===== config.mk =====
export PLATFORM = sky130hd
export DESIGN_NAME = seven_segment_display_formatter_scan_flat
export DESIGN_NICKNAME = d
export VERILOG_FILES = /design/src/design/ssdf_pkg.sv /design/src/design/ssdf_if.sv /design/src/design/ssdf_ram.sv /design/src/design/ssdf_div10.sv /design/src/design/ssdf_cfg.sv /design/src/design/seven_segment_display_formatter_scan.sv /design/src/flat_wrapper.sv
export SDC_FILE = /design/constraint.sdc
export NUM_CORES = 1
export LEC_CHECK = 0
export BUFFER_PORTS_ARGS = -buffer_cell sky130_fd_sc_hd__buf_2
export CAP_MARGIN = 40
export CORE_AREA = 2 2 223 225
export CTS_CLUSTER_SIZE = 28
export DETAILED_ROUTE_END_ITERATION = 8
export DIE_AREA = 0 0 225 227
export PLACE_DENSITY = 0.66
export SETUP_SLACK_MARGIN = 0.4
export SKIP_CTS_REPAIR_TIMING = 1
export SLEW_MARGIN = 20
export SYNTH_ARGS = -nofsm -noshare
export SYNTH_HDL_FRONTEND = slang
export SYNTH_SLANG_ARGS = --single-unit

===== constraint.sdc =====
create_clock -name clk -period 8.5 [get_ports clk]
set_input_delay 1.7 -clock clk [delete_from_list [all_inputs] [get_ports clk]]
set_output_delay 1.7 -clock clk [all_outputs]
set_load 0.1 [all_outputs]

===== src/design/ssdf_pkg.sv =====
// Shared types, constants and the glyph helper function of the seven-segment display formatter.
`default_nettype none

package ssdf_pkg;

    localparam int NUM_DIGITS = 4;
    localparam int ADDR_W     = (NUM_DIGITS > 1) ? $clog2(NUM_DIGITS) : 1;
    localparam int WP_W       = $clog2(NUM_DIGITS + 1);
    localparam int SEG_W      = 8;
    localparam int SEL_W      = 4;
    localparam int IDX_W      = 2;
    localparam int NUM_W      = 16;
    localparam int PADDR_W    = 5;
    localparam int PDATA_W    = 64;

    localparam logic [7:0] CH_NUL     = 8'h00;
    localparam logic [7:0] CH_DOT     = 8'h2E;
    localparam logic [7:0] CH_MINUS   = 8'h2D;
    localparam logic [7:0] CH_DIG_LO  = 8'h30;
    localparam logic [7:0] CH_DIG_HI  = 8'h3A;
    localparam logic [7:0] CH_UPR_LO  = 8'h41;
    localparam logic [7:0] CH_UPR_HI  = 8'h47;
    localparam logic [7:0] CH_LWR_LO  = 8'h61;
    localparam logic [7:0] CH_LWR_HI  = 8'h67;
    localparam logic [7:0] CH_UPR_OFS = 8'h37;
    localparam logic [7:0] CH_LWR_OFS = 8'h57;

    localparam logic [16:0] RECIP_TEN = 17'd52429;
    localparam int          RECIP_SH  = 19;

    typedef enum logic [1:0] {
        REQ_SCAN  = 2'd0,
        REQ_NUM   = 2'd1,
        REQ_CHAR  = 2'd2,
        REQ_CLEAR = 2'd3
    } req_type_t;

    typedef enum logic [1:0] {
        REG_GLYPH_LO = 2'd0,
        REG_GLYPH_HI = 2'd1,
        REG_POINT    = 2'd2,
        REG_MINUS    = 2'd3
    } reg_index_t;

    typedef enum logic [1:0] {
        PH_IDLE  = 2'd0,
        PH_WRITE = 2'd1,
        PH_FULL  = 2'd2
    } phase_t;

    typedef enum logic [2:0] {
        ST_CLEAR,
        ST_IDLE,
        ST_NUM,
        ST_WR,
        ST_SCAN_RD,
        ST_SCAN,
        ST_MRG_RD,
        ST_MRG_WR
    } state_t;

    typedef struct packed {
        logic [63:0]      glyph_lo;
        logic [63:0]      glyph_hi;
        logic [SEG_W-1:0] point_mask;
        logic [SEG_W-1:0] minus_mask;
    } cfg_t;

    function automatic logic [SEG_W-1:0] glyph(input cfg_t cfg, input logic [3:0] idx);
        logic [63:0] tab;
        tab = idx[3] ? cfg.glyph_hi : cfg.glyph_lo;
        return tab[idx[2:0]*8 +: 8];
    endfunction

endpackage

`default_nettype wire


===== src/design/ssdf_if.sv =====
// Handshake channel interfaces for request items and scan result items.
`default_nettype none

interface ssdf_req_if;
    import ssdf_pkg::*;
    logic              valid;
    logic              ready;
    logic [1:0]        req_type;
    logic [NUM_W-1:0]  number_value;
    logic [7:0]        point_position;
    logic              keep_leading_zeros;
    logic [7:0]        char_code;
    logic              string_start;

    modport source (output valid, req_type, number_value, point_position,
                    keep_leading_zeros, char_code, string_start, input ready);
    modport sink (input valid, req_type, number_value, point_position,
                  keep_leading_zeros, char_code, string_start, output ready);
endinterface

interface ssdf_rsp_if;
    import ssdf_pkg::*;
    logic             valid;
    logic             ready;
    logic [SEG_W-1:0] segments;
    logic [SEL_W-1:0] digit_select;
    logic [IDX_W-1:0] digit_index;

    modport source (output valid, segments, digit_select, digit_index, input ready);
    modport sink (input valid, segments, digit_select, digit_index, output ready);
endinterface

`default_nettype wire


===== src/design/ssdf_ram.sv =====
// Generic single-write, single-read RAM with registered read data.
`default_nettype none

module ssdf_ram #(
    parameter int WIDTH = 8,
    parameter int DEPTH = 4
) (
    input  wire logic                      clk,
    input  wire logic                      we,
    input  wire logic [$clog2(DEPTH)-1:0]  waddr,
    input  wire logic [WIDTH-1:0]          wdata,
    input  wire logic [$clog2(DEPTH)-1:0]  raddr,
    output logic      [WIDTH-1:0]          rdata
);

    logic [WIDTH-1:0] mem [DEPTH];

    always_ff @(posedge clk)
    begin
        if (we)
        begin
            mem[waddr] <= wdata;
        end
        rdata <= mem[raddr];
    end

endmodule

`default_nettype wire


===== src/design/ssdf_div10.sv =====
// Divide-by-ten step that yields quotient and remainder of a 16-bit value.
`default_nettype none

module ssdf_div10
    import ssdf_pkg::*;
(
    input  wire logic [NUM_W-1:0] num,
    output logic      [NUM_W-1:0] quot,
    output logic      [3:0]       rem
);

    logic [32:0]      prod;
    logic [NUM_W-1:0] times_ten;
    logic [NUM_W-1:0] diff;

    always_comb
    begin
        prod      = {17'd0, num} * {16'd0, RECIP_TEN};
        quot      = NUM_W'(prod >> RECIP_SH);
        times_ten = (quot << 3) + (quot << 1);
        diff      = num - times_ten;
        rem       = diff[3:0];
    end

endmodule

`default_nettype wire


===== src/design/ssdf_cfg.sv =====
// APB register file holding the glyph table and the point and minus patterns.
`default_nettype none

module ssdf_cfg
    import ssdf_pkg::*;
(
    input  wire logic               clk,
    input  wire logic               rst_n,
    input  wire logic               psel,
    input  wire logic               penable,
    input  wire logic               pwrite,
    input  wire logic [PADDR_W-1:0] paddr,
    input  wire logic [PDATA_W-1:0] pwdata,
    output logic      [PDATA_W-1:0] prdata,
    output logic                    pready,
    output cfg_t                    cfg
);

    cfg_t       cfg_reg;
    cfg_t       cfg_next;
    reg_index_t sel;

    assign sel    = reg_index_t'(paddr[PADDR_W-1:3]);
    assign pready = 1'b1;
    assign cfg    = cfg_reg;

    always_comb
    begin
        cfg_next = cfg_reg;
        if (psel && penable && pwrite)
        begin
            unique case (sel)
                REG_GLYPH_LO: cfg_next.glyph_lo   = pwdata;
                REG_GLYPH_HI: cfg_next.glyph_hi   = pwdata;
                REG_POINT:    cfg_next.point_mask = pwdata[SEG_W-1:0];
                REG_MINUS:    cfg_next.minus_mask = pwdata[SEG_W-1:0];
                default:      cfg_next = cfg_reg;
            endcase
        end
    end

    always_comb
    begin
        unique case (sel)
            REG_GLYPH_LO: prdata = cfg_reg.glyph_lo;
            REG_GLYPH_HI: prdata = cfg_reg.glyph_hi;
            REG_POINT:    prdata = {56'd0, cfg_reg.point_mask};
            REG_MINUS:    prdata = {56'd0, cfg_reg.minus_mask};
            default:      prdata = '0;
        endcase
    end

    always_ff @(posedge clk or negedge rst_n)
    begin
        if (!rst_n)
        begin
            cfg_reg.glyph_lo   <= '0;
            cfg_reg.glyph_hi   <= '0;
            cfg_reg.point_mask <= 8'h80;
            cfg_reg.minus_mask <= 8'h40;
        end
        else
        begin
            cfg_reg <= cfg_next;
        end
    end

endmodule

`default_nettype wire


===== src/design/seven_segment_display_formatter_scan.sv =====
// Top level of the seven-segment display formatter with scan output.
`default_nettype none

// A scan tick item reads the segment store, a RAM with a registered read, and then waits
// until the output register is free; the result waits there until it is taken. A number
// item takes one divide-by-ten step of the single divider per digit, one digit written per
// cycle. A clear item sweeps the store; a character item that starts a string first sweeps
// the store. After reset the block runs a clearing pass over the store before it takes its
// first item.

module seven_segment_display_formatter_scan
    import ssdf_pkg::*;
(
    input  wire logic               clk,
    input  wire logic               rst_n,
    ssdf_req_if.sink                req,
    ssdf_rsp_if.source              rsp,
    input  wire logic               psel,
    input  wire logic               penable,
    input  wire logic               pwrite,
    input  wire logic [PADDR_W-1:0] paddr,
    input  wire logic [PDATA_W-1:0] pwdata,
    output logic      [PDATA_W-1:0] prdata,
    output logic                    pready
);

    localparam logic [ADDR_W-1:0] LAST_ADDR = ADDR_W'(NUM_DIGITS - 1);

    cfg_t cfg;

    state_t            state_reg, state_next;
    logic [ADDR_W-1:0] addr_reg, addr_next;
    logic [ADDR_W-1:0] clr_cnt_reg, clr_cnt_next;
    logic [ADDR_W-1:0] scan_pos_reg, scan_pos_next;
    logic [WP_W-1:0]   wp_reg, wp_next;
    logic              prev_reg, prev_next;
    phase_t            phase_reg, phase_next;
    logic              wr_pend_reg, wr_pend_next;
    logic [NUM_W-1:0]  num_reg, num_next;
    logic [7:0]        point_reg, point_next;
    logic              keep_reg, keep_next;
    logic [SEG_W-1:0]  wr_data_reg, wr_data_next;
    logic              rsp_valid_reg, rsp_valid_next;
    logic [SEG_W-1:0]  seg_reg, seg_next;
    logic [SEL_W-1:0]  sel_reg, sel_next;
    logic [IDX_W-1:0]  idx_reg, idx_next;

    logic              ram_we;
    logic [ADDR_W-1:0] ram_waddr;
    logic [SEG_W-1:0]  ram_wdata;
    logic [SEG_W-1:0]  ram_rdata;

    logic [NUM_W-1:0]  quot;
    logic [3:0]        rem;
    logic [SEG_W-1:0]  dp;

    logic              accept;
    logic [7:0]        c;
    phase_t            eff_phase;
    logic [WP_W-1:0]   eff_wp;
    logic [WP_W-1:0]   wp_inc;
    logic              eff_prev;
    logic              is_dot;
    logic [SEG_W-1:0]  pat;
    logic              is_glyph;
    logic [7:0]        hex_ofs;

    ssdf_cfg u_cfg (
        .clk     (clk),
        .rst_n   (rst_n),
        .psel    (psel),
        .penable (penable),
        .pwrite  (pwrite),
        .paddr   (paddr),
        .pwdata  (pwdata),
        .prdata  (prdata),
        .pready  (pready),
        .cfg     (cfg)
    );

    ssdf_div10 u_div10 (
        .num  (num_reg),
        .quot (quot),
        .rem  (rem)
    );

    ssdf_ram #(
        .WIDTH (SEG_W),
        .DEPTH (NUM_DIGITS)
    ) u_store (
        .clk   (clk),
        .we    (ram_we),
        .waddr (ram_waddr),
        .wdata (ram_wdata),
        .raddr (addr_reg),
        .rdata (ram_rdata)
    );

    assign req.ready        = (state_reg == ST_IDLE);
    assign accept           = req.valid && req.ready;
    assign rsp.valid        = rsp_valid_reg;
    assign rsp.segments     = seg_reg;
    assign rsp.digit_select = sel_reg;
    assign rsp.digit_index  = idx_reg;

    assign dp = (point_reg == 8'(addr_reg)) ? cfg.point_mask : '0;

    // Character decode against the state the string would have after an optional start.
    always_comb
    begin
        c         = req.char_code;
        eff_phase = req.string_start ? PH_WRITE : phase_reg;
        eff_wp    = req.string_start ? '0 : wp_reg;
        eff_prev  = req.string_start ? 1'b0 : prev_reg;
        wp_inc    = eff_wp + WP_W'(1);
        is_dot    = (c == CH_DOT);
        hex_ofs   = '0;
        pat       = '0;
        is_glyph  = 1'b0;
        if (c >= CH_DIG_LO && c < CH_DIG_HI)
        begin
            hex_ofs  = c - CH_DIG_LO;
            pat      = glyph(cfg, hex_ofs[3:0]);
            is_glyph = 1'b1;
        end
        else if (c >= CH_UPR_LO && c < CH_UPR_HI)
        begin
            hex_ofs  = c - CH_UPR_OFS;
            pat      = glyph(cfg, hex_ofs[3:0]);
            is_glyph = 1'b1;
        end
        else if (c >= CH_LWR_LO && c < CH_LWR_HI)
        begin
            hex_ofs  = c - CH_LWR_OFS;
            pat      = glyph(cfg, hex_ofs[3:0]);
            is_glyph = 1'b1;
        end
        else if (c == CH_MINUS)
        begin
            pat      = cfg.minus_mask;
            is_glyph = 1'b1;
        end
        else if (is_dot)
        begin
            pat = cfg.point_mask;
        end
    end

    always_comb
    begin
        state_next     = state_reg;
        addr_next      = addr_reg;
        clr_cnt_next   = clr_cnt_reg;
        scan_pos_next  = scan_pos_reg;
        wp_next        = wp_reg;
        prev_next      = prev_reg;
        phase_next     = phase_reg;
        wr_pend_next   = wr_pend_reg;
        num_next       = num_reg;
        point_next     = point_reg;
        keep_next      = keep_reg;
        wr_data_next   = wr_data_reg;
        rsp_valid_next = rsp_valid_reg && !rsp.ready;
        seg_next       = seg_reg;
        sel_next       = sel_reg;
        idx_next       = idx_reg;
        ram_we         = 1'b0;
        ram_waddr      = addr_reg;
        ram_wdata      = wr_data_reg;

        unique case (state_reg)
            ST_CLEAR:
            begin
                ram_we    = 1'b1;
                ram_waddr = clr_cnt_reg;
                ram_wdata = '0;
                if (clr_cnt_reg == LAST_ADDR)
                begin
                    clr_cnt_next = '0;
                    wr_pend_next = 1'b0;
                    state_next   = wr_pend_reg ? ST_WR : ST_IDLE;
                end
                else
                begin
                    clr_cnt_next = clr_cnt_reg + ADDR_W'(1);
                end
            end
            ST_IDLE:
            begin
                if (accept)
                begin
                    unique case (req_type_t'(req.req_type))
                        REQ_SCAN:
                        begin
                            addr_next     = scan_pos_reg;
                            scan_pos_next = (scan_pos_reg == LAST_ADDR) ? '0
                                            : scan_pos_reg + ADDR_W'(1);
                            state_next    = ST_SCAN_RD;
                        end
                        REQ_NUM:
                        begin
                            num_next   = req.number_value;
                            point_next = req.point_position;
                            keep_next  = req.keep_leading_zeros;
                            addr_next  = LAST_ADDR;
                            state_next = ST_NUM;
                        end
                        REQ_CHAR:
                        begin
                            if (req.string_start)
                            begin
                                wp_next    = '0;
                                prev_next  = 1'b0;
                                phase_next = PH_WRITE;
                                state_next = ST_CLEAR;
                            end
                            if (eff_phase == PH_IDLE)
                            begin
                                phase_next = PH_IDLE;
                            end
                            else if (c == CH_NUL)
                            begin
                                phase_next = PH_IDLE;
                            end
                            else if (eff_phase == PH_FULL)
                            begin
                                phase_next = PH_IDLE;
                                if (is_dot)
                                begin
                                    addr_next  = LAST_ADDR;
                                    state_next = ST_MRG_RD;
                                end
                            end
                            else if (eff_wp >= WP_W'(NUM_DIGITS))
                            begin
                                phase_next = PH_IDLE;
                            end
                            else if (is_dot && eff_prev && eff_wp != '0)
                            begin
                                addr_next  = ADDR_W'(eff_wp - WP_W'(1));
                                prev_next  = 1'b0;
                                state_next = ST_MRG_RD;
                            end
                            else
                            begin
                                wr_data_next = pat;
                                addr_next    = ADDR_W'(eff_wp);
                                if (!is_dot)
                                begin
                                    prev_next = is_glyph;
                                end
                                wp_next = wp_inc;
                                if (wp_inc >= WP_W'(NUM_DIGITS))
                                begin
                                    phase_next = PH_FULL;
                                end
                                if (req.string_start)
                                begin
                                    wr_pend_next = 1'b1;
                                end
                                else
                                begin
                                    state_next = ST_WR;
                                end
                            end
                        end
                        REQ_CLEAR:
                        begin
                            wr_pend_next = 1'b0;
                            state_next   = ST_CLEAR;
                        end
                        default:
                        begin
                            state_next = ST_IDLE;
                        end
                    endcase
                end
            end
            ST_NUM:
            begin
                ram_we   = 1'b1;
                num_next = quot;
                if (!keep_reg && rem == 4'd0 && quot == '0 && addr_reg != LAST_ADDR)
                begin
                    ram_wdata = dp;
                end
                else
                begin
                    ram_wdata = glyph(cfg, rem) | dp;
                end
                if (addr_reg == '0)
                begin
                    state_next = ST_IDLE;
                end
                else
                begin
                    addr_next = addr_reg - ADDR_W'(1);
                end
            end
            ST_WR:
            begin
                ram_we     = 1'b1;
                state_next = ST_IDLE;
            end
            ST_SCAN_RD:
            begin
                state_next = ST_SCAN;
            end
            ST_SCAN:
            begin
                if (!rsp_valid_reg || rsp.ready)
                begin
                    rsp_valid_next = 1'b1;
                    seg_next       = ram_rdata;
                    sel_next       = SEL_W'(1) << addr_reg;
                    idx_next       = IDX_W'(addr_reg);
                    state_next     = ST_IDLE;
                end
            end
            ST_MRG_RD:
            begin
                state_next = ST_MRG_WR;
            end
            ST_MRG_WR:
            begin
                ram_we     = 1'b1;
                ram_wdata  = ram_rdata | cfg.point_mask;
                state_next = ST_IDLE;
            end
            default:
            begin
                state_next = ST_IDLE;
            end
        endcase
    end

    always_ff @(posedge clk or negedge rst_n)
    begin
        if (!rst_n)
        begin
            state_reg     <= ST_CLEAR;
            addr_reg      <= '0;
            clr_cnt_reg   <= '0;
            scan_pos_reg  <= '0;
            wp_reg        <= '0;
            prev_reg      <= 1'b0;
            phase_reg     <= PH_IDLE;
            wr_pend_reg   <= 1'b0;
            rsp_valid_reg <= 1'b0;
        end
        else
        begin
            state_reg     <= state_next;
            addr_reg      <= addr_next;
            clr_cnt_reg   <= clr_cnt_next;
            scan_pos_reg  <= scan_pos_next;
            wp_reg        <= wp_next;
            prev_reg      <= prev_next;
            phase_reg     <= phase_next;
            wr_pend_reg   <= wr_pend_next;
            rsp_valid_reg <= rsp_valid_next;
        end
    end

    always_ff @(posedge clk)
    begin
        num_reg     <= num_next;
        point_reg   <= point_next;
        keep_reg    <= keep_next;
        wr_data_reg <= wr_data_next;
        seg_reg     <= seg_next;
        sel_reg     <= sel_next;
        idx_reg     <= idx_next;
    end

endmodule

`default_nettype wire


===== src/flat_wrapper.sv =====
// flat-port wrapper written by rule: the top's interface ports become plain ports
module seven_segment_display_formatter_scan_flat import ssdf_pkg::*;
  (clk, rst_n, psel, penable, pwrite, paddr, pwdata, prdata, pready, req_valid, req_req_type, req_number_value, req_point_position, req_keep_leading_zeros, req_char_code, req_string_start, req_ready, rsp_valid, rsp_segments, rsp_digit_select, rsp_digit_index, rsp_ready);
  ssdf_req_if req_i ();
  ssdf_rsp_if rsp_i ();
  input  wire logic clk;
  input  wire logic rst_n;
  input  wire logic psel;
  input  wire logic penable;
  input  wire logic pwrite;
  input  wire logic [PADDR_W-1:0] paddr;
  input  wire logic [PDATA_W-1:0] pwdata;
  output logic      [PDATA_W-1:0] prdata;
  output logic pready;
  input wire logic [$bits(req_i.valid)-1:0] req_valid;
  input wire logic [$bits(req_i.req_type)-1:0] req_req_type;
  input wire logic [$bits(req_i.number_value)-1:0] req_number_value;
  input wire logic [$bits(req_i.point_position)-1:0] req_point_position;
  input wire logic [$bits(req_i.keep_leading_zeros)-1:0] req_keep_leading_zeros;
  input wire logic [$bits(req_i.char_code)-1:0] req_char_code;
  input wire logic [$bits(req_i.string_start)-1:0] req_string_start;
  output wire logic [$bits(req_i.ready)-1:0] req_ready;
  output wire logic [$bits(rsp_i.valid)-1:0] rsp_valid;
  output wire logic [$bits(rsp_i.segments)-1:0] rsp_segments;
  output wire logic [$bits(rsp_i.digit_select)-1:0] rsp_digit_select;
  output wire logic [$bits(rsp_i.digit_index)-1:0] rsp_digit_index;
  input wire logic [$bits(rsp_i.ready)-1:0] rsp_ready;
  assign req_i.valid = req_valid;
  assign req_i.req_type = req_req_type;
  assign req_i.number_value = req_number_value;
  assign req_i.point_position = req_point_position;
  assign req_i.keep_leading_zeros = req_keep_leading_zeros;
  assign req_i.char_code = req_char_code;
  assign req_i.string_start = req_string_start;
  assign req_ready = req_i.ready;
  assign rsp_valid = rsp_i.valid;
  assign rsp_segments = rsp_i.segments;
  assign rsp_digit_select = rsp_i.digit_select;
  assign rsp_digit_index = rsp_i.digit_index;
  assign rsp_i.ready = rsp_ready;
  seven_segment_display_formatter_scan u_core (.clk(clk), .rst_n(rst_n), .req(req_i), .rsp(rsp_i), .psel(psel), .penable(penable), .pwrite(pwrite), .paddr(paddr), .pwdata(pwdata), .prdata(prdata), .pready(pready));
endmodule

==> impl_metrics.yaml <==
outcome:
  outcome: "completed"
global_routing:
  gr-usage-met1_pct: 30.8
  met2_usage_pct: 38.4
  grt_pass1_vias: 14800
  grt_pass1_wl_microns: 88500
  grt_busiest_layer: "met2"
  grt_usage_pct: 22.8
  grt_max_degree: 89
  overflow: 0
  antenna_found_initial: 6
  groute.layer.met3.usage_pct: 2.94
synthesis:
  ys_types: 70
  mappedNetlistArea_sq_mm: 0.0192
  yosysMostFrequentCell: "inv_1"
  synth_compound_area_share_pct: 7.31
  synth-xor-area-share_pct: 1.62
  yosys-mux-area-fraction_pct: 26.4
  synth_top_cell_by_area: "dfrtp_1"
  synth_commonest_cells: "177 x inv_1, 164 x mux2i_1, 160 x mux2_2, 159 x dfrtp_1, 147 x ha_1"
  synth_flop_cell: "dfrtp_1"
  netlist_instances: 1696
  ys_top_cells_by_area: "dfrtp_1 21%, edfxtp_1 12%, ha_1 9.6%"
  avgSynthCellArea_sq_um: 11.3
  syn_nets: 2035
  synth-simple-area-share_pct: 7.34
  synth-seq-cells: 248
  yosys_warnings: 0
  synth_top_family_by_area: "multiplexers"
  synth_fa_ha_area_share_pct: 17.9
  synth_async_sr_flop_share_pct: 64.9
  ys_seq_area_share_pct: 34.2
  synth_edf_count: 79
  synth_top_area_share_pct: 20.7
sta:
  fin_crit_sh_pct: 92.5
  finClkSkew_ns: 0.0266
  finalHoldViolCount: 0
  slew_violations: 0
  worst_pin_slew_ns: 0.816
  max_slew_margin_pct: 45.4
  setup_viol: 0
  rsz0062_at_grt: "false"
  fmax_mhz: 127
  period_minus_slack_ns: 7.86
  setup_tns_ns: 0
clock_tree:
  clk_latency_ns: 0.59
  htreeDepth: 1
  cts.sinks: 248
  cts_buffers: 28
  clk_pin_slew_ns: 0.06
  root_buffer: "clkbuf_16"
  clock_path_buffers: 3
  cts_tree: "built"
drt:
  ant_nets: 0
  wire_per_inst_microns: 23.0
  vias: 14400
  drtPass1Iterations: 6
  drc: 0
  drtIter0Drc: 1140
  via_per_inst: 5.70
  routed_wl_microns: 58000
worst_setup_path:
  r2r_slack_ns: 0.64
  path_class: "flip-flop to flip-flop"
  cp_num_buf_inv: 4
  required_ns: 8.78
  critPathCapture: "u_core.u_store.mem[2][2]"
  rr_endpoint: "u_core.u_store.mem[2][2]"
  cp-startpoint: "u_core.num_reg[2]"
  startpoint_type: "flip-flop"
  cp_top_family: "adder cells"
  cp-end-kind: "flip-flop"
  cpPeakStageDelay_ns: 0.54
  ff2ff_path_depth: 25
  critPathSlowestCell: "fa_1"
  crit_fanout: 14
  arrival_ns: 8.15
  reg2reg_from: "u_core.num_reg[2]"
  cp.depth: 25
place:
  gp_congestion: 0.944
  numPortBuffers: 188
  hpwlAfterDp_microns: 44900
floorplanning:
  rows: 81
  dieArea_sq_mm: 0.0511
  ioPinCount: 193
  die_width_microns: 225
  core_sq_mm: 0.0485
  die_h_microns: 227
  start_util_pct: 39.6
min_path:
  min_path_type: "flip-flop to flip-flop"
final_layout:
  nets: 2212
  syn_to_final_growth_pct: 15.4
  largest_reg_flops: 144
  drive_gt1_share_pct: 28.9
job:
  maxCapViolCount: 0
## worst min-delay path by stage
stage	from	endpoint	cells past startpoint
after floorplan	u_core.u_store.rdata[7]	u_core.rsp.segments[7]	0
after global placement	u_core.u_store.rdata[0]	u_core.rsp.segments[0]	0
after detailed placement	u_core.u_store.rdata[0]	u_core.rsp.segments[0]	0
after CTS	u_core.u_store.rdata[0]	u_core.rsp.segments[0]	0
after global routing	u_core.u_store.rdata[3]	u_core.rsp.segments[3]	0
final	u_core.u_store.rdata[0]	u_core.rsp.segments[0]	0
## cells in the final DEF, fill, tap and decap left out, types with 10 or more instances in the layout
master,Yosys,routed
o31ai_1,10,10
a21oi_1,48,46
buf_2,6,185
a21o_1,11,11
o22ai_1,19,19
inv_1,177,177
edfxtp_1,79,79
buf_4,3,36
xor2_1,16,13
o211ai_1,12,12
nand3_1,19,19
nor3_1,12,10
nor2b_1,11,11
fa_1,80,80
nor2_1,128,128
nand2_1,88,88
mux2_2,160,160
mux2i_1,164,163
xnor2_1,17,14
nand2b_1,10,10
o21ai_0,54,54
ha_1,147,145
dfrtp_1,159,159
and2_1,10,10
mux4_2,72,72
clkbuf_16,0,32
## metrics by stage
step | util [%] | setup WS [ns] | area [sq um] | hold slack [ns] | cells
2_1_floorplan | - | 1.55 | 19200 | 0.403 | 1696
3_3_place_gp | 43.0 | 0.387 | 20900 | 0.430 | 2445
3_5_place_dp | 43.2 | 0.238 | 21000 | 0.436 | 2452
4_1_cts | 45.2 | 0.196 | 22000 | 0.451 | 2504
5_1_grt | 45.7 | 0.401 | 22200 | 0.462 | 2518
6_report | 45.7 | 0.636 | 22200 | 0.441 | 2519
## layer usage
metal / vias to the layer above / share of wire (%)
met3: 102 / 5.9
met2: 550 / 49
li1: 6446 / -
met4: 0 / 3.4
met5: - / 0
met1: 7269 / 42
## logic make-up after synthesis
| family | after synthesis |
|---|---|
| muxes | 396 |
| and+or+nand+nor | 313 |
| buffers and inverters | 264 |
| DFF | 248 |
| adders and majority gates | 227 |
| AOI/OAI and AO/OA | 213 |
| xor gates and xnor gates | 34 |
| other | 1 |
## layout make-up
cell class	instances	area, sq um
well taps	622	778
fillers	4420	26400
diodes	2	5.00
clock buffers	43	881
multi-input cells	1184	11800
flip-flops and latches	248	6560
inverters	178	668
clock inverters	9	83.8
repair buffers	233	1410
Power is left out: the tool's default activity adds up to more than one toggle a clock period on the data nets, which glitch-free logic cannot reach.
